--- src/rtl/bpi_pkg.sv ---
// Shared types, constants and channel unpacking for the bilinear pixel interpolator.
// No dependencies; every other file in rtl/ imports this package.
package bpi_pkg;

  localparam int FRACTION_BITS = 16;
  localparam int WEIGHT_W      = FRACTION_BITS + 1;
  localparam int NUM_LANES     = 4;
  localparam int CHAN_W        = 16;
  localparam int PIX_W         = 64;

  localparam logic [1:0] FMT_BGR8   = 2'd0;
  localparam logic [1:0] FMT_RGBA8  = 2'd1;
  localparam logic [1:0] FMT_RGBA16 = 2'd2;

  localparam logic [1:0] LANE_RED   = 2'd0;
  localparam logic [1:0] LANE_GREEN = 2'd1;
  localparam logic [1:0] LANE_BLUE  = 2'd2;
  localparam logic [1:0] LANE_ALPHA = 2'd3;

  localparam logic [1:0] REG_PIXEL_FORMAT = 2'd0;

  typedef struct packed {
    logic [PIX_W-1:0]    pixel_top_left;
    logic [PIX_W-1:0]    pixel_top_right;
    logic [PIX_W-1:0]    pixel_bottom_left;
    logic [PIX_W-1:0]    pixel_bottom_right;
    logic [WEIGHT_W-1:0] frac_x;
    logic [WEIGHT_W-1:0] frac_y;
  } in_item_t;

  typedef struct packed {
    logic [CHAN_W-1:0] red_out;
    logic [CHAN_W-1:0] green_out;
    logic [CHAN_W-1:0] blue_out;
    logic [CHAN_W-1:0] alpha_out;
  } out_item_t;

  // One load enable per pipeline register rank; the last rank is the output register.
  typedef struct packed {
    logic [NUM_LANES:0] en;
  } stage_adv_t;

  typedef logic [NUM_LANES-1:0][CHAN_W-1:0] lane_chans_t;

  // Clamp an offset above one to exactly one.
  function automatic logic [WEIGHT_W-1:0] sat_frac(logic [WEIGHT_W-1:0] f);
    logic [WEIGHT_W-1:0] one;
    one = {1'b1, {FRACTION_BITS{1'b0}}};
    return (f > one) ? one : f;
  endfunction

  // Pull one channel out of a packed pixel, widened to 16 bits (x257 for 8-bit).
  function automatic logic [CHAN_W-1:0] chan_sel(logic [PIX_W-1:0] pix, logic [1:0] fmt,
                                                 logic [1:0] lane);
    logic [7:0] b;
    b = 8'd0;
    case (fmt)
      FMT_BGR8: begin
        case (lane)
          LANE_RED:   b = pix[23:16];
          LANE_GREEN: b = pix[15:8];
          default:    b = pix[7:0];
        endcase
        return {b, b};
      end
      FMT_RGBA8: begin
        b = pix[8*lane +: 8];
        return {b, b};
      end
      default: return pix[16*lane +: 16];
    endcase
  endfunction

endpackage

--- src/rtl/bpi_merge.sv ---
// Output register: gathers the four lane results and forces alpha for the BGR format.
// Depends on bpi_pkg.
module bpi_merge
  import bpi_pkg::*;
(
  input  logic        clk,
  input  stage_adv_t  adv,
  input  logic [1:0]  fmt,
  input  lane_chans_t lane_res,
  output out_item_t   item
);

  out_item_t item_r;

  always_ff @(posedge clk) begin
    if (adv.en[NUM_LANES]) begin
      item_r.red_out   <= lane_res[LANE_RED];
      item_r.green_out <= lane_res[LANE_GREEN];
      item_r.blue_out  <= lane_res[LANE_BLUE];
      item_r.alpha_out <= (fmt == FMT_BGR8) ? {CHAN_W{1'b1}} : lane_res[LANE_ALPHA];
    end
  end

  assign item = item_r;

endmodule

--- config.mk ---
export PLATFORM = sky130hd
export DESIGN_NAME = bpi_merge
export DESIGN_NICKNAME = d
export VERILOG_FILES = /design/src/rtl/bpi_pkg.sv /design/src/rtl/bpi_merge.sv
export SDC_FILE = /design/constraint.sdc
export NUM_CORES = 1
export LEC_CHECK = 0
export ABC_AREA = 1
export BUFFER_PORTS_ARGS = -buffer_cell sky130_fd_sc_hd__buf_2
export CAP_MARGIN = 20
export CORE_MARGIN = 10
export CORE_UTILIZATION = 40
export CTS_BUF_LIST = sky130_fd_sc_hd__clkbuf_16
export DETAILED_ROUTE_END_ITERATION = 8
export GPL_TIMING_DRIVEN = 0
export PLACE_DENSITY = 0.76
export SLEW_MARGIN = 20
export SYNTH_ARGS = -nofsm -noshare
export SYNTH_HDL_FRONTEND = slang
export SYNTH_SLANG_ARGS = --single-unit
--- constraint.sdc ---
create_clock -name clk -period 1.5 [get_ports clk]
set_clock_uncertainty 0.2 [all_clocks]
set_input_delay 0.3 -clock clk [delete_from_list [all_inputs] [get_ports clk]]
set_output_delay 0.3 -clock clk [all_outputs]
set_load 0.01 [all_outputs]
* Word level (Yosys, flattened, before mapping)
Cells that the tools add are included.
Cells by class: reductions and logical operators 1
Operator list (number):
- 2-bit zero test | 1
Storage, ports and cells: register bits after elaboration 64, input bits 72, output and inout port bits 64, word-level logic and storage cells 5

* Logic depth before layout (Yosys ltp)
Gate-level depths: netlist of run 1.
depth in word-level cells 1, mapped depth 2, mapped depth without buffers 2

* Worst setup path before layout of run 1
No wires, ideal clock.
kind input to register, from input fmt[1], to register item_r (netlist bit item[10]), data pin, setup time 255 ps, arrival 496 ps, required time 1045 ps, slack 549 ps, stages on the path 2, buffers on the path 1, path through buf_6 > o21ai_2
Between the ends: longest elaborated chain between the ends 1
RTL lines:
- from (decl) | RTL line bpi_merge.sv:8 | input logic [1:0] fmt,
- 2-bit zero test | RTL line bpi_merge.sv:20 | item_r.alpha_out <= (fmt == FMT_BGR8) ? {CHAN_W{1'b1}} : lane_res[LANE_ALPHA];
- to (decl) | RTL line bpi_merge.sv:13 | out_item_t item_r;
Every way passes these cells. A chain may end at the register's enable or synchronous reset.

* Worst setup path after layout of run 1
from register item_r (netlist bit item[34]), to output item[34] (netlist bit)
RTL lines:
- to (decl) | RTL line bpi_merge.sv:10 | output out_item_t item
No word-level cell between the ends.

==> results of run 1 <==
-- placed cells by master (no fill, tap or decap) --
master	count
clkinv_2	1
clkinv_1	1
o21ai_2	10
inv_1	18
buf_4	1
dlygate4sd3_1	48
clkbuf_16	9
edfxtp_1	64
buf_2	130
bufinv_16	1
clkinvlp_4	1
buf_6	2
o21ai_0	6
-- path summary, 6_finish.rpt --
path  slack (ps)  depth (start not counted)                    end               start
min           40                          3  item[5]$_SDFFCE_PN1P_        lane_res[53]
max          110                          1               item[34]  item[34]$_DFFE_PP_
-- cells by family (layout without fill, tap and decap cells) --
group / count (synthesis) / count (layout) / share of synthesized area
DFF: 64 / 64 / 0.906
buffers and inverters: 18 / 212 / 0.0389
AOI/OAI and AO/OA: 16 / 16 / 0.0554
-- stage by stage --
step,utilization,area (um^2)
after CTS,0.706,3630
after floorplan,-,2120
after detailed placement,0.558,2870
after global routing,0.706,3630
final,0.706,3630
after global placement,0.557,2870
-- cells in the mapped netlist --
master    instances  area share
o21ai_0           6       0.014
o21ai_2          10       0.041
inv_1            16       0.028
edfxtp_1         64        0.91
buf_6             2       0.011
-- report_power, final --
group / switching (mW) / leakage [nW] / internal [mW] / total (mW)
Sequential: 0.0413 / 0.628 / 2.14 / 2.18
Clock: 0.684 / 0.141 / 1.25 / 1.94
Combinational: 0.260 / 0.841 / 0.253 / 0.513
Total: 0.985 / 1.61 / 3.64 / 4.63
-- layer usage --
| metal | track usage | routed length [um] |
|---|---|---|
| met1 | 0.187 | 2970 |
| met2 | 0.286 | 3640 |
| met3 | 0.0630 | 664 |
| met4 | 0.0501 | 59 |
| met5 | 0 | 0 |
-- area by class of cell --
| cell class | instances | area (um^2) |
|---|---|---|
| Buffer | 2 | 22.5 |
| Clock buffer | 9 | 225 |
| Clock inverter | 6 | 53.8 |
| Fill cell | 347 | 1510 |
| Inverter | 16 | 60.1 |
| Multi-Input combinational cell | 16 | 118 |
| Sequential cell | 64 | 1920 |
| Tap cell | 70 | 87.6 |
| Timing Repair Buffer | 179 | 1140 |
==> report_table.html, run 1 <==
<table>
<tr><th>Metric</th><th>Value</th></tr>
<tr><th colspan="2">STA</th></tr>
<tr><td>Final critical path time including I/O delays and setup</td><td>1390 ps</td></tr>
<tr><td>Final worst-path setup slack</td><td>114 ps</td></tr>
<tr><td>Max Freq</td><td>0.721 GHz</td></tr>
<tr><td>Number of endpoints with negative hold slack in the final report</td><td>0</td></tr>
<tr><td>Sum Neg Setup Slack</td><td>0 ps</td></tr>
<tr><td>Slew margin rel.</td><td>0.474</td></tr>
<tr><td>Pins Over Slew Limit</td><td>0</td></tr>
<tr><td>Smallest hold slack</td><td>40.8 ps</td></tr>
<tr><td>Total setup violations reported at the end of the flow</td><td>0</td></tr>
<tr><td>Setup repair after global routing missed its margin</td><td>false</td></tr>
<tr><td>Final period util</td><td>0.924</td></tr>
<tr><td>Measured slew at the worst slew-check pin</td><td>789 ps</td></tr>
<tr><th colspan="2">Clock tree</th></tr>
<tr><td>Postcts setup bufs</td><td>0</td></tr>
<tr><td>CTS tree</td><td>built</td></tr>
<tr><td>Num Clock Sinks</td><td>64</td></tr>
<tr><td>Number of levels in the clock H-tree</td><td>3</td></tr>
<tr><td>TritonCTS buffer count</td><td>9</td></tr>
<tr><td>Hold Buf Count CTS</td><td>48</td></tr>
<tr><td>Root cell of the clock tree</td><td>clkbuf_16</td></tr>
<tr><td>Max Buffers Root-to-Sink</td><td>2</td></tr>
<tr><td>Post-cts repair resize count</td><td>0</td></tr>
<tr><td>Clock slew at the register clock pins of the worst setup and hold paths</td><td>50 ps</td></tr>
<tr><th colspan="2">Place</th></tr>
<tr><td>Inst Count DP</td><td>299</td></tr>
<tr><td>Post-detail-place hpwl</td><td>4610 um</td></tr>
<tr><td>Count of buffers from port buffering</td><td>131</td></tr>
<tr><td>Gp weighted congestion</td><td>0.743</td></tr>
<tr><td>Post-placement setup slack</td><td>-19.4 ps</td></tr>
<tr><th colspan="2">Worst setup path</th></tr>
<tr><td>Standard cell with the maximum stage delay on the critical path</td><td>edfxtp_1</td></tr>
<tr><td>Delay-heaviest family, CP</td><td>flip-flops</td></tr>
<tr><td>Highest net fanout along the worst path</td><td>1</td></tr>
<tr><td>Delay contributed by the slowest stage of the critical path</td><td>410 ps</td></tr>
<tr><td>Cell Chain, Critical Path</td><td>buf_2</td></tr>
<tr><td>Startpoint kind of the worst setup timing path</td><td>flip-flop</td></tr>
<tr><td>Req. time, crit path</td><td>1000 ps</td></tr>
<tr><td>Element type at the critical path end</td><td>output pin</td></tr>
<tr><td>Critical path class</td><td>reg -&gt; out</td></tr>
<tr><td>Number of buffers and inverters on the critical path</td><td>1</td></tr>
<tr><td>Arrival time worst endpoint</td><td>890 ps</td></tr>
<tr><th colspan="2">Yosys</th></tr>
<tr><td>Number of register bits inferred by synthesis</td><td>64</td></tr>
<tr><td>Mean instance size in the synthesized netlist</td><td>21.7 um^2</td></tr>
<tr><td>Count of mapped cells out of synthesis</td><td>98</td></tr>
<tr><td>Number of distinct standard cells referenced by the synthesized netlist</td><td>5</td></tr>
<tr><td>Area of the mapped netlist</td><td>2120 um^2</td></tr>
<tr><td>Sequential fraction of the synthesis area</td><td>0.906</td></tr>
<tr><td>Number of warnings printed during yosys synthesis</td><td>0</td></tr>
<tr><td>Post-synthesis net count</td><td>170</td></tr>
<tr><th colspan="2">Global routing</th></tr>
<tr><td>Wire length of the first global-routing pass</td><td>10800 um</td></tr>
<tr><td>Number of antenna violations at the first check in global routing</td><td>0</td></tr>
<tr><td>Maximum number of pins on one net before global-route repair</td><td>65</td></tr>
<tr><td>Vias in the first global route</td><td>1761</td></tr>
<tr><td>Global-route usage over all layers</td><td>0.166</td></tr>
<tr><td>Total grt overflow</td><td>0</td></tr>
<tr><th colspan="2">Floorplanning</th></tr>
<tr><td>Full die area</td><td>8620 um^2</td></tr>
<tr><td>Ports placed on the boundary</td><td>136</td></tr>
<tr><td>Std-Cell Core Area</td><td>5140 um^2</td></tr>
<tr><td>Rows</td><td>26</td></tr>
<tr><td>Overall die height</td><td>92.8 um</td></tr>
<tr><td>Horizontal die dimension</td><td>92.8 um</td></tr>
<tr><td>Starting utilization of the core area</td><td>0.413</td></tr>
<tr><th colspan="2">Power</th></tr>
<tr><td>Power per standard cell area</td><td>1280 nW/um^2</td></tr>
<tr><td>Power Total</td><td>4.63 mW</td></tr>
<tr><td>Maximum vdd drop</td><td>1.04 mV</td></tr>
<tr><td>Static leakage power</td><td>1.61 nW</td></tr>
<tr><th colspan="2">Drt</th></tr>
<tr><td>ANT nets after route</td><td>0</td></tr>
<tr><td>Via density per instance</td><td>4.50</td></tr>
<tr><td>Post-route DRC</td><td>0</td></tr>
<tr><td>Initial drt markers</td><td>130</td></tr>
<tr><td>Routed Wire Length</td><td>7330 um</td></tr>
<tr><td>Drt pass-1 iters</td><td>4</td></tr>
<tr><td>Via count of the routed design</td><td>1630</td></tr>
<tr><td>Average wire length per cell after detail routing</td><td>20.2 um</td></tr>
<tr><th colspan="2">Run</th></tr>
<tr><td>Max-capacitance violation count</td><td>0</td></tr>
<tr><th colspan="2">Hold path</th></tr>
<tr><td>Hold/Removal Path Class</td><td>in -&gt; reg</td></tr>
<tr><th colspan="2">Finish</th></tr>
<tr><td>Antenna cells</td><td>0</td></tr>
<tr><td>Layout Cells excl Fill</td><td>362</td></tr>
<tr><td>Fraction of final layout cells with drive strength greater than 1</td><td>0.531</td></tr>
<tr><td>Area delta synth-&gt;final</td><td>70.9%</td></tr>
<tr><td>Flip-flop count of the largest register, all copies and words added</td><td>64</td></tr>
<tr><td>Nets@finish</td><td>360</td></tr>
<tr><th colspan="2">Run status</th></tr>
<tr><td>Result of the run</td><td>complete, no violations</td></tr>
</table>
No activity file was read; power rests on OpenSTA's default activity.
==> run 2, diff against run 1 <==
==> constraint.sdc (replaced) <==
create_clock -name clk -period 1.8 [get_ports clk]
set_clock_uncertainty 0.2 [all_clocks]
set_input_delay 0.36 -clock clk [delete_from_list [all_inputs] [get_ports clk]]
set_output_delay 0.36 -clock clk [all_outputs]
set_load 0.01 [all_outputs]
==> run 2 against run 1 <==
Compared with the run above:
- sequential share of layout area increased by 8.1 points
- flip-flop and latch count unchanged
- utilization shrank 9.3 points
- via count fell by 13%
- cell count decreased by 13%
- global-route usage shrank 3.0 points
==> report_table.html, run 2 (same netlist as run 1, synthesis figures left out) <==
<table>
<tr><th>Metric</th><th>Value</th></tr>
<tr><th colspan="2">Clock tree</th></tr>
<tr><td>Hold Buf Count CTS</td><td>0 (-100%)</td></tr>
<tr><td>Clock slew at the register clock pins of the worst setup and hold paths</td><td>50 ps (about the same)</td></tr>
<tr><td>Max Buffers Root-to-Sink</td><td>2 (unchanged)</td></tr>
<tr><td>Postcts setup bufs</td><td>0 (unchanged)</td></tr>
<tr><td>CTS tree</td><td>built</td></tr>
<tr><td>Root cell of the clock tree</td><td>clkbuf_16</td></tr>
<tr><td>Num Clock Sinks</td><td>64 (unchanged)</td></tr>
<tr><td>Number of levels in the clock H-tree</td><td>3 (unchanged)</td></tr>
<tr><td>Post-cts repair resize count</td><td>0 (unchanged)</td></tr>
<tr><td>TritonCTS buffer count</td><td>9 (unchanged)</td></tr>
<tr><th colspan="2">Power</th></tr>
<tr><td>Static leakage power</td><td>1.41 nW (-12%)</td></tr>
<tr><td>Power Total</td><td>3.73 mW (-19%)</td></tr>
<tr><td>Power per standard cell area</td><td>1190 nW/um^2 (-7.0%)</td></tr>
<tr><td>Maximum vdd drop</td><td>0.612 mV (-41%)</td></tr>
<tr><th colspan="2">Drt</th></tr>
<tr><td>Average wire length per cell after detail routing</td><td>19.1 um (-5.6%)</td></tr>
<tr><td>Via count of the routed design</td><td>1411 (-13%)</td></tr>
<tr><td>Drt pass-1 iters</td><td>4 (unchanged)</td></tr>
<tr><td>Routed Wire Length</td><td>6000 um (-18%)</td></tr>
<tr><td>ANT nets after route</td><td>0 (unchanged)</td></tr>
<tr><td>Post-route DRC</td><td>0 (unchanged)</td></tr>
<tr><td>Initial drt markers</td><td>102 (-22%)</td></tr>
<tr><td>Via density per instance</td><td>4.49 (-0.20%)</td></tr>
<tr><th colspan="2">Run</th></tr>
<tr><td>Max-capacitance violation count</td><td>0 (unchanged)</td></tr>
<tr><th colspan="2">Worst setup path</th></tr>
<tr><td>Delay-heaviest family, CP</td><td>flip-flops</td></tr>
<tr><td>Arrival time worst endpoint</td><td>880 ps (about the same)</td></tr>
<tr><td>Element type at the critical path end</td><td>output pin</td></tr>
<tr><td>Startpoint kind of the worst setup timing path</td><td>flip-flop</td></tr>
<tr><td>Highest net fanout along the worst path</td><td>1 (unchanged)</td></tr>
<tr><td>Delay contributed by the slowest stage of the critical path</td><td>400 ps (about the same)</td></tr>
<tr><td>Critical path class</td><td>reg -&gt; out</td></tr>
<tr><td>Cell Chain, Critical Path</td><td>buf_2</td></tr>
<tr><td>Req. time, crit path</td><td>1240 ps (+240 ps)</td></tr>
<tr><td>Standard cell with the maximum stage delay on the critical path</td><td>edfxtp_1</td></tr>
<tr><td>Number of buffers and inverters on the critical path</td><td>1 (unchanged)</td></tr>
<tr><th colspan="2">Floorplanning</th></tr>
<tr><td>Starting utilization of the core area</td><td>0.413 (unchanged)</td></tr>
<tr><td>Ports placed on the boundary</td><td>136 (unchanged)</td></tr>
<tr><td>Std-Cell Core Area</td><td>5140 um^2 (unchanged)</td></tr>
<tr><td>Full die area</td><td>8620 um^2 (unchanged)</td></tr>
<tr><td>Overall die height</td><td>92.8 um (unchanged)</td></tr>
<tr><td>Horizontal die dimension</td><td>92.8 um (unchanged)</td></tr>
<tr><td>Rows</td><td>26 (unchanged)</td></tr>
<tr><th colspan="2">Finish</th></tr>
<tr><td>Most frequent standard cell in the layout excluding fill and tap cells</td><td>buf_2</td></tr>
<tr><td>Nets@finish</td><td>312 (-13%)</td></tr>
<tr><td>Flip-flop count of the largest register, all copies and words added</td><td>64 (unchanged)</td></tr>
<tr><td>Area delta synth-&gt;final</td><td>48.3%</td></tr>
<tr><td>Antenna cells</td><td>0 (unchanged)</td></tr>
<tr><td>Layout Cells excl Fill</td><td>314 (-13%)</td></tr>
<tr><td>Cell area after layout</td><td>3150 um^2 (-13%)</td></tr>
<tr><td>Fraction of final layout cells with drive strength greater than 1</td><td>0.635 (+0.104)</td></tr>
<tr><td>Most frequent cells in the layout</td><td>buf_2 (130), edfxtp_1 (64), inv_1 (18)</td></tr>
<tr><th colspan="2">STA</th></tr>
<tr><td>Number of endpoints with negative hold slack in the final report</td><td>0 (unchanged)</td></tr>
<tr><td>Setup repair after global routing missed its margin</td><td>false</td></tr>
<tr><td>Slew margin rel.</td><td>0.479 (+0.00496)</td></tr>
<tr><td>Final period util</td><td>0.798</td></tr>
<tr><td>Measured slew at the worst slew-check pin</td><td>782 ps (-7.43 ps)</td></tr>
<tr><td>Total setup violations reported at the end of the flow</td><td>0 (unchanged)</td></tr>
<tr><td>Sum Neg Setup Slack</td><td>0 ps (unchanged)</td></tr>
<tr><td>Max Freq</td><td>0.696 GHz</td></tr>
<tr><td>Final worst-path setup slack</td><td>363 ps (+249 ps)</td></tr>
<tr><td>Final critical path time including I/O delays and setup</td><td>1440 ps</td></tr>
<tr><td>Pins Over Slew Limit</td><td>0 (unchanged)</td></tr>
<tr><th colspan="2">Hold path</th></tr>
<tr><td>Worst hold path stage count</td><td>1 (-2)</td></tr>
<tr><td>Source of the worst hold timing path</td><td>lane_res[30]</td></tr>
<tr><td>Hold Path Sink</td><td>item[46]$_DFFE_PP_</td></tr>
<tr><td>Hold/Removal Path Class</td><td>in -&gt; reg</td></tr>
<tr><th colspan="2">Place</th></tr>
<tr><td>Count of buffers from port buffering</td><td>131 (unchanged)</td></tr>
<tr><td>Post-detail-place hpwl</td><td>4610 um (unchanged)</td></tr>
<tr><td>Inst Count DP</td><td>299 (unchanged)</td></tr>
<tr><td>Cell area after placement</td><td>2870 um^2 (unchanged)</td></tr>
<tr><td>Post-placement setup slack</td><td>221 ps (+240 ps)</td></tr>
<tr><td>Gp weighted congestion</td><td>0.743 (unchanged)</td></tr>
<tr><th colspan="2">Global routing</th></tr>
<tr><td>Global-route usage over all layers</td><td>0.136 (-0.0305)</td></tr>
<tr><td>Vias in the first global route</td><td>1463 (-17%)</td></tr>
<tr><td>Number of antenna violations at the first check in global routing</td><td>0 (unchanged)</td></tr>
<tr><td>Maximum number of pins on one net before global-route repair</td><td>65 (unchanged)</td></tr>
<tr><td>Wire length of the first global-routing pass</td><td>8690 um (-19%)</td></tr>
<tr><td>Total grt overflow</td><td>0 (unchanged)</td></tr>
<tr><th colspan="2">Run status</th></tr>
<tr><td>Result of the run</td><td>complete, no violations</td></tr>
</table>
-- run 2: cell count changes in the layout (fill, tap and decap cells not counted) --
cell	before	now
dlygate4sd3_1	48	0
-- run 2: report_power, final --
part,leakage (nW),internal (mW),switching [mW]
Clock,0.141,1.04,0.552
Sequential,0.628,1.78,0.0292
Combinational,0.641,0.142,0.188
Total,1.41,2.96,0.769
-- run 2: area by class of cell --
type,instances,area [um^2]
fill,404,1990
sequential,64,1920
timing repair buffer,131,658
clock buffer,9,225
multi-input combinational,16,118
tap,70,87.6
inverter,16,60.1
clock inverter,6,53.8
buffer,2,22.5
-- run 2: worst max path at each step --
stage	start	to	slack [ps]	cells past startpoint
final	item[37]$_DFFE_PP_	item[37]	360	1
after floorplan	fmt[1]	item[10]$_SDFFCE_PN1P_	790	2
after CTS	item[37]$_DFFE_PP_	item[37]	350	1
after global routing	item[37]$_DFFE_PP_	item[37]	340	1
after detailed placement	adv[4]	item[1]$_SDFFCE_PN1P_	220	1
after global placement	adv[4]	item[0]$_SDFFCE_PN1P_	-170	1
-- run 2: layer usage --
metal	up-vias	global-route usage	wire length, um
met3	9	0.0605	653
met2	100	0.223	2860
met4	0	0.0656	86
li1	648	-	-
met1	654	0.147	2390
met5	-	0	0
-- run 2: metrics by stage --
stage,hold slack (ps),util
floorplan,259,-
CTS,5.04,0.612
global placement,337,0.557
detailed placement,338,0.558
global route,3.96,0.612
finish,17.2,0.612
==> run 3, diff against run 2 <==
--- a/config.mk
+++ b/config.mk
@@ -5,7 +5,7 @@
 export SDC_FILE = /design/constraint.sdc
 export NUM_CORES = 1
 export LEC_CHECK = 0
-export ABC_AREA = 1
+export ABC_AREA = 0
 export BUFFER_PORTS_ARGS = -buffer_cell sky130_fd_sc_hd__buf_2
 export CAP_MARGIN = 20
 export CORE_MARGIN = 10
==> constraint.sdc (replaced) <==
create_clock -name clk -period 1.4 [get_ports clk]
set_clock_uncertainty 0.2 [all_clocks]
set_input_delay 0.28 -clock clk [delete_from_list [all_inputs] [get_ports clk]]
set_output_delay 0.28 -clock clk [all_outputs]
set_load 0.01 [all_outputs]
==> run 3 against run 2 <==
Compared with the run above:
- cell area grew 15%
- flip-flop and latch count is the same
- count of clock-buffer cells in the layout is the same
- largest cell class unchanged
- combinational power grew 64%
- sequential share of layout area shrank 7.8 points
- largest power group unchanged
- first-iteration DRC count shrank 44%
- routed wire length grew 0.95%
- critical path depth is the same
- synthesized cell count shrank 14%
- area after synthesis grew 0.71%
==> report_table.html, run 3 <==
<table>
<tr><th>Metric</th><th>Value</th></tr>
<tr><th colspan="2">Run status</th></tr>
<tr><td>Result of the run</td><td>complete, no violations</td></tr>
<tr><th colspan="2">Clock tree</th></tr>
<tr><td>Hold Buf Count CTS</td><td>48 (+48)</td></tr>
<tr><td>CTS tree</td><td>built</td></tr>
<tr><td>Post-cts repair resize count</td><td>0 (unchanged)</td></tr>
<tr><td>Number of levels in the clock H-tree</td><td>3 (unchanged)</td></tr>
<tr><td>TritonCTS buffer count</td><td>9 (unchanged)</td></tr>
<tr><td>Num Clock Sinks</td><td>64 (unchanged)</td></tr>
<tr><td>Postcts setup bufs</td><td>0 (unchanged)</td></tr>
<tr><td>Root cell of the clock tree</td><td>clkbuf_16</td></tr>
<tr><td>Max Buffers Root-to-Sink</td><td>2 (unchanged)</td></tr>
<tr><td>Clock slew at the register clock pins of the worst setup and hold paths</td><td>50 ps (about the same)</td></tr>
<tr><th colspan="2">Drt</th></tr>
<tr><td>Average wire length per cell after detail routing</td><td>17.4 um (-8.6%)</td></tr>
<tr><td>Drt pass-1 iters</td><td>4 (unchanged)</td></tr>
<tr><td>Via count of the routed design</td><td>1519 (+7.7%)</td></tr>
<tr><td>ANT nets after route</td><td>0 (unchanged)</td></tr>
<tr><td>Routed Wire Length</td><td>6050 um (+0.95%)</td></tr>
<tr><td>Post-route DRC</td><td>0 (unchanged)</td></tr>
<tr><td>Initial drt markers</td><td>57 (-44%)</td></tr>
<tr><td>Via density per instance</td><td>4.38 (-2.6%)</td></tr>
<tr><th colspan="2">Power</th></tr>
<tr><td>Share of power burned in registers</td><td>0.491 (+0.007)</td></tr>
<tr><td>Maximum vdd drop</td><td>0.770 mV (+26%)</td></tr>
<tr><td>Internal power summed over all cells</td><td>3.73 mW (+26%)</td></tr>
<tr><td>Power Total</td><td>4.73 mW (+27%)</td></tr>
<tr><td>Fraction of power spent switching nets</td><td>0.211 (+0.00484)</td></tr>
<tr><td>Combinational fraction of design power</td><td>0.114 (+0.026)</td></tr>
<tr><td>Clock network power share</td><td>0.394 (-0.033)</td></tr>
<tr><td>Power per standard cell area</td><td>1310 nW/um^2 (+10%)</td></tr>
<tr><td>NetSw</td><td>0.996 mW (+30%)</td></tr>
<tr><td>Static leakage power</td><td>1.55 nW (+10%)</td></tr>
<tr><th colspan="2">Yosys</th></tr>
<tr><td>Number of warnings printed during yosys synthesis</td><td>0 (unchanged)</td></tr>
<tr><td>Biggest area contributors in the synthesized netlist</td><td>edfxtp_1 (90%), o21bai_2 (4.7%), o21bai_1 (2.1%)</td></tr>
<tr><td>Mean instance size in the synthesized netlist</td><td>25.4 um^2 (+17%)</td></tr>
<tr><td>Sequential fraction of the synthesis area</td><td>0.899 (-0.00636)</td></tr>
<tr><td>Number of flops mapped to enable cells by yosys</td><td>64 (unchanged)</td></tr>
<tr><td>Number of register bits inferred by synthesis</td><td>64 (unchanged)</td></tr>
<tr><td>Post-synth top area cell</td><td>edfxtp_1</td></tr>
<tr><td>Area of the mapped netlist</td><td>2140 um^2 (+0.71%)</td></tr>
<tr><td>Most frequent cell after synthesis</td><td>edfxtp_1</td></tr>
<tr><td>Top cell type's share of synthesized area</td><td>0.899 (-0.00636)</td></tr>
<tr><td>Post-synthesis net count</td><td>156 (-8.2%)</td></tr>
<tr><td>Proportion of register bits with asynchronous set or reset after synthesis</td><td>0 (unchanged)</td></tr>
<tr><td>Post-synth top flop</td><td>edfxtp_1</td></tr>
<tr><td>Count of mapped cells out of synthesis</td><td>84 (-14%)</td></tr>
<tr><td>Number of distinct standard cells referenced by the synthesized netlist</td><td>7 (+2)</td></tr>
<tr><td>Cell types with the highest counts after synthesis</td><td>edfxtp_1 (64), o21bai_2 (9), o21bai_1 (6)</td></tr>
<tr><th colspan="2">Finish</th></tr>
<tr><td>Most frequent standard cell in the layout excluding fill and tap cells</td><td>buf_2</td></tr>
<tr><td>Most frequent cells in the layout</td><td>buf_2 (128), edfxtp_1 (64), dlygate4sd3_1 (48)</td></tr>
<tr><td>Fraction of final layout cells with drive strength greater than 1</td><td>0.556 (-0.0793)</td></tr>
<tr><td>Layout Cells excl Fill</td><td>347 (+11%)</td></tr>
<tr><td>Cell area after layout</td><td>3610 um^2 (+15%)</td></tr>
<tr><td>Area delta synth-&gt;final</td><td>68.9%</td></tr>
<tr><td>Nets@finish</td><td>344 (+10%)</td></tr>
<tr><td>Footprint of the flip-flops and latches</td><td>1920 um^2 (unchanged)</td></tr>
<tr><td>Antenna cells</td><td>0 (unchanged)</td></tr>
<tr><td>Fillers</td><td>375 (-7.2%)</td></tr>
<tr><td>Total area of multi-input combinational cells</td><td>165 um^2 (+40%)</td></tr>
<tr><td>Flip-flop count of the largest register, all copies and words added</td><td>64 (unchanged)</td></tr>
<tr><th colspan="2">Place</th></tr>
<tr><td>Post-detail-place hpwl</td><td>4090 um (-11%)</td></tr>
<tr><td>Inst Count DP</td><td>283 (-5.4%)</td></tr>
<tr><td>Gp weighted congestion</td><td>0.672 (-9.5%)</td></tr>
<tr><td>Count of buffers from port buffering</td><td>129 (-1.5%)</td></tr>
<tr><td>Cell area after placement</td><td>2870 um^2 (+0.17%)</td></tr>
<tr><th colspan="2">Floorplanning</th></tr>
<tr><td>Overall die height</td><td>93.1 um (+0.28%)</td></tr>
<tr><td>Ports placed on the boundary</td><td>136 (unchanged)</td></tr>
<tr><td>Rows</td><td>26 (unchanged)</td></tr>
<tr><td>Starting utilization of the core area</td><td>0.416 (+0.00292)</td></tr>
<tr><td>Full die area</td><td>8670 um^2 (+0.56%)</td></tr>
<tr><td>Std-Cell Core Area</td><td>5140 um^2 (unchanged)</td></tr>
<tr><td>Horizontal die dimension</td><td>93.1 um (+0.28%)</td></tr>
<tr><th colspan="2">Global routing</th></tr>
<tr><td>Maximum number of pins on one net before global-route repair</td><td>65 (unchanged)</td></tr>
<tr><td>Number of antenna violations at the first check in global routing</td><td>0 (unchanged)</td></tr>
<tr><td>Met1 layer usage reported by global route</td><td>0.116 (-0.0308)</td></tr>
<tr><td>Total grt overflow</td><td>0 (unchanged)</td></tr>
<tr><td>Met2 Usage GRT</td><td>0.272 (+0.0491)</td></tr>
<tr><td>GRT met3 Usage</td><td>0.0791 (+0.0186)</td></tr>
<tr><td>Layer with the highest usage after global routing</td><td>met2</td></tr>
<tr><td>Vias in the first global route</td><td>1747 (+19%)</td></tr>
<tr><td>Global-route usage over all layers</td><td>0.141 (+0.00514)</td></tr>
<tr><td>Wire length of the first global-routing pass</td><td>9180 um (+5.6%)</td></tr>
<tr><th colspan="2">Hold path</th></tr>
<tr><td>Worst hold path stage count</td><td>2 (+1)</td></tr>
<tr><td>Hold/Removal Path Class</td><td>in -&gt; reg</td></tr>
<tr><th colspan="2">Run</th></tr>
<tr><td>Max-capacitance violation count</td><td>0 (unchanged)</td></tr>
<tr><th colspan="2">Worst setup path</th></tr>
<tr><td>Delay-heaviest family, CP</td><td>flip-flops</td></tr>
<tr><td>Req. time, crit path</td><td>920 ps (-320 ps)</td></tr>
<tr><td>Cell Chain, Critical Path</td><td>buf_2</td></tr>
<tr><td>Number of buffers and inverters on the critical path</td><td>1 (unchanged)</td></tr>
<tr><td>Startpoint kind of the worst setup timing path</td><td>flip-flop</td></tr>
<tr><td>Standard cell with the maximum stage delay on the critical path</td><td>edfxtp_1</td></tr>
<tr><td>Delay contributed by the slowest stage of the critical path</td><td>370 ps (-30 ps)</td></tr>
<tr><td>Path length in cells of the critical path</td><td>1 (unchanged)</td></tr>
<tr><td>Critical path class</td><td>reg -&gt; out</td></tr>
<tr><td>Highest net fanout along the worst path</td><td>1 (unchanged)</td></tr>
<tr><td>Arrival time worst endpoint</td><td>840 ps (-40 ps)</td></tr>
<tr><td>Element type at the critical path end</td><td>output pin</td></tr>
<tr><th colspan="2">STA</th></tr>
<tr><td>Max Freq</td><td>0.757 GHz</td></tr>
<tr><td>Final critical path time including I/O delays and setup</td><td>1320 ps</td></tr>
<tr><td>Number of endpoints with negative hold slack in the final report</td><td>0 (unchanged)</td></tr>
<tr><td>Final period util</td><td>0.943</td></tr>
<tr><td>Slew margin rel.</td><td>0.488 (+0.00931)</td></tr>
<tr><td>Measured slew at the worst slew-check pin</td><td>768 ps (-14.0 ps)</td></tr>
<tr><td>Setup repair after global routing missed its margin</td><td>false</td></tr>
<tr><td>Total setup violations reported at the end of the flow</td><td>0 (unchanged)</td></tr>
<tr><td>Pins Over Slew Limit</td><td>0 (unchanged)</td></tr>
</table>
## run 3: metrics by stage
step | util | TNS [ps] | hold slack (ps) | setup WS (ps)
after global routing | 0.702 | 0 | 25.4 | 34.6
after floorplan | - | 0 | 179 | 335
after global placement | 0.558 | -30340 | 257 | -476
after detailed placement | 0.559 | -5700 | 258 | -92.9
after CTS | 0.702 | 0 | 16.1 | 41.2
final | 0.702 | 0 | 26.5 | 79.7
## run 3: layout make-up
cell class / count / area share
repair buffers: 177 / 0.313
well taps: 70 / 0.0243
flip-flops and latches: 64 / 0.532
multi-input cells: 16 / 0.0458
clock buffers: 9 / 0.0624
plain buffers: 4 / 0.0139
clock inverters: 7 / 0.00867
## run 3: cells by family after synthesis
| family | share of synthesized area |
|---|---|
| buf+inv | 0.0234 |
| flops | 0.899 |
| compound gates | 0.0773 |
## run 3: path summary, 6_finish.rpt
check | from | endpoint
max | item[31]$_DFFE_PP_ | item[31]
min | lane_res[54] | item[6]$_SDFFCE_PN1P_
## run 3: power by group through the flow
stage	Clock [mW]	Combinational [mW]	Sequential, mW
global placement	0	0.427	2.35
CTS	1.91	0.544	2.32
global route	2.00	0.583	2.33
finish	1.86	0.540	2.32
floorplan	0	0.0586	2.45
detailed placement	0	0.436	2.36
## run 3: per-layer routing
layer | vias to the layer above | share of wire | routed length [um]
met2 | 74 | 0.58 | 3540
met1 | 726 | 0.30 | 1840
met3 | 8 | 0.097 | 590
met5 | - | 0 | 0
li1 | 711 | - | -
met4 | 0 | 0.014 | 84
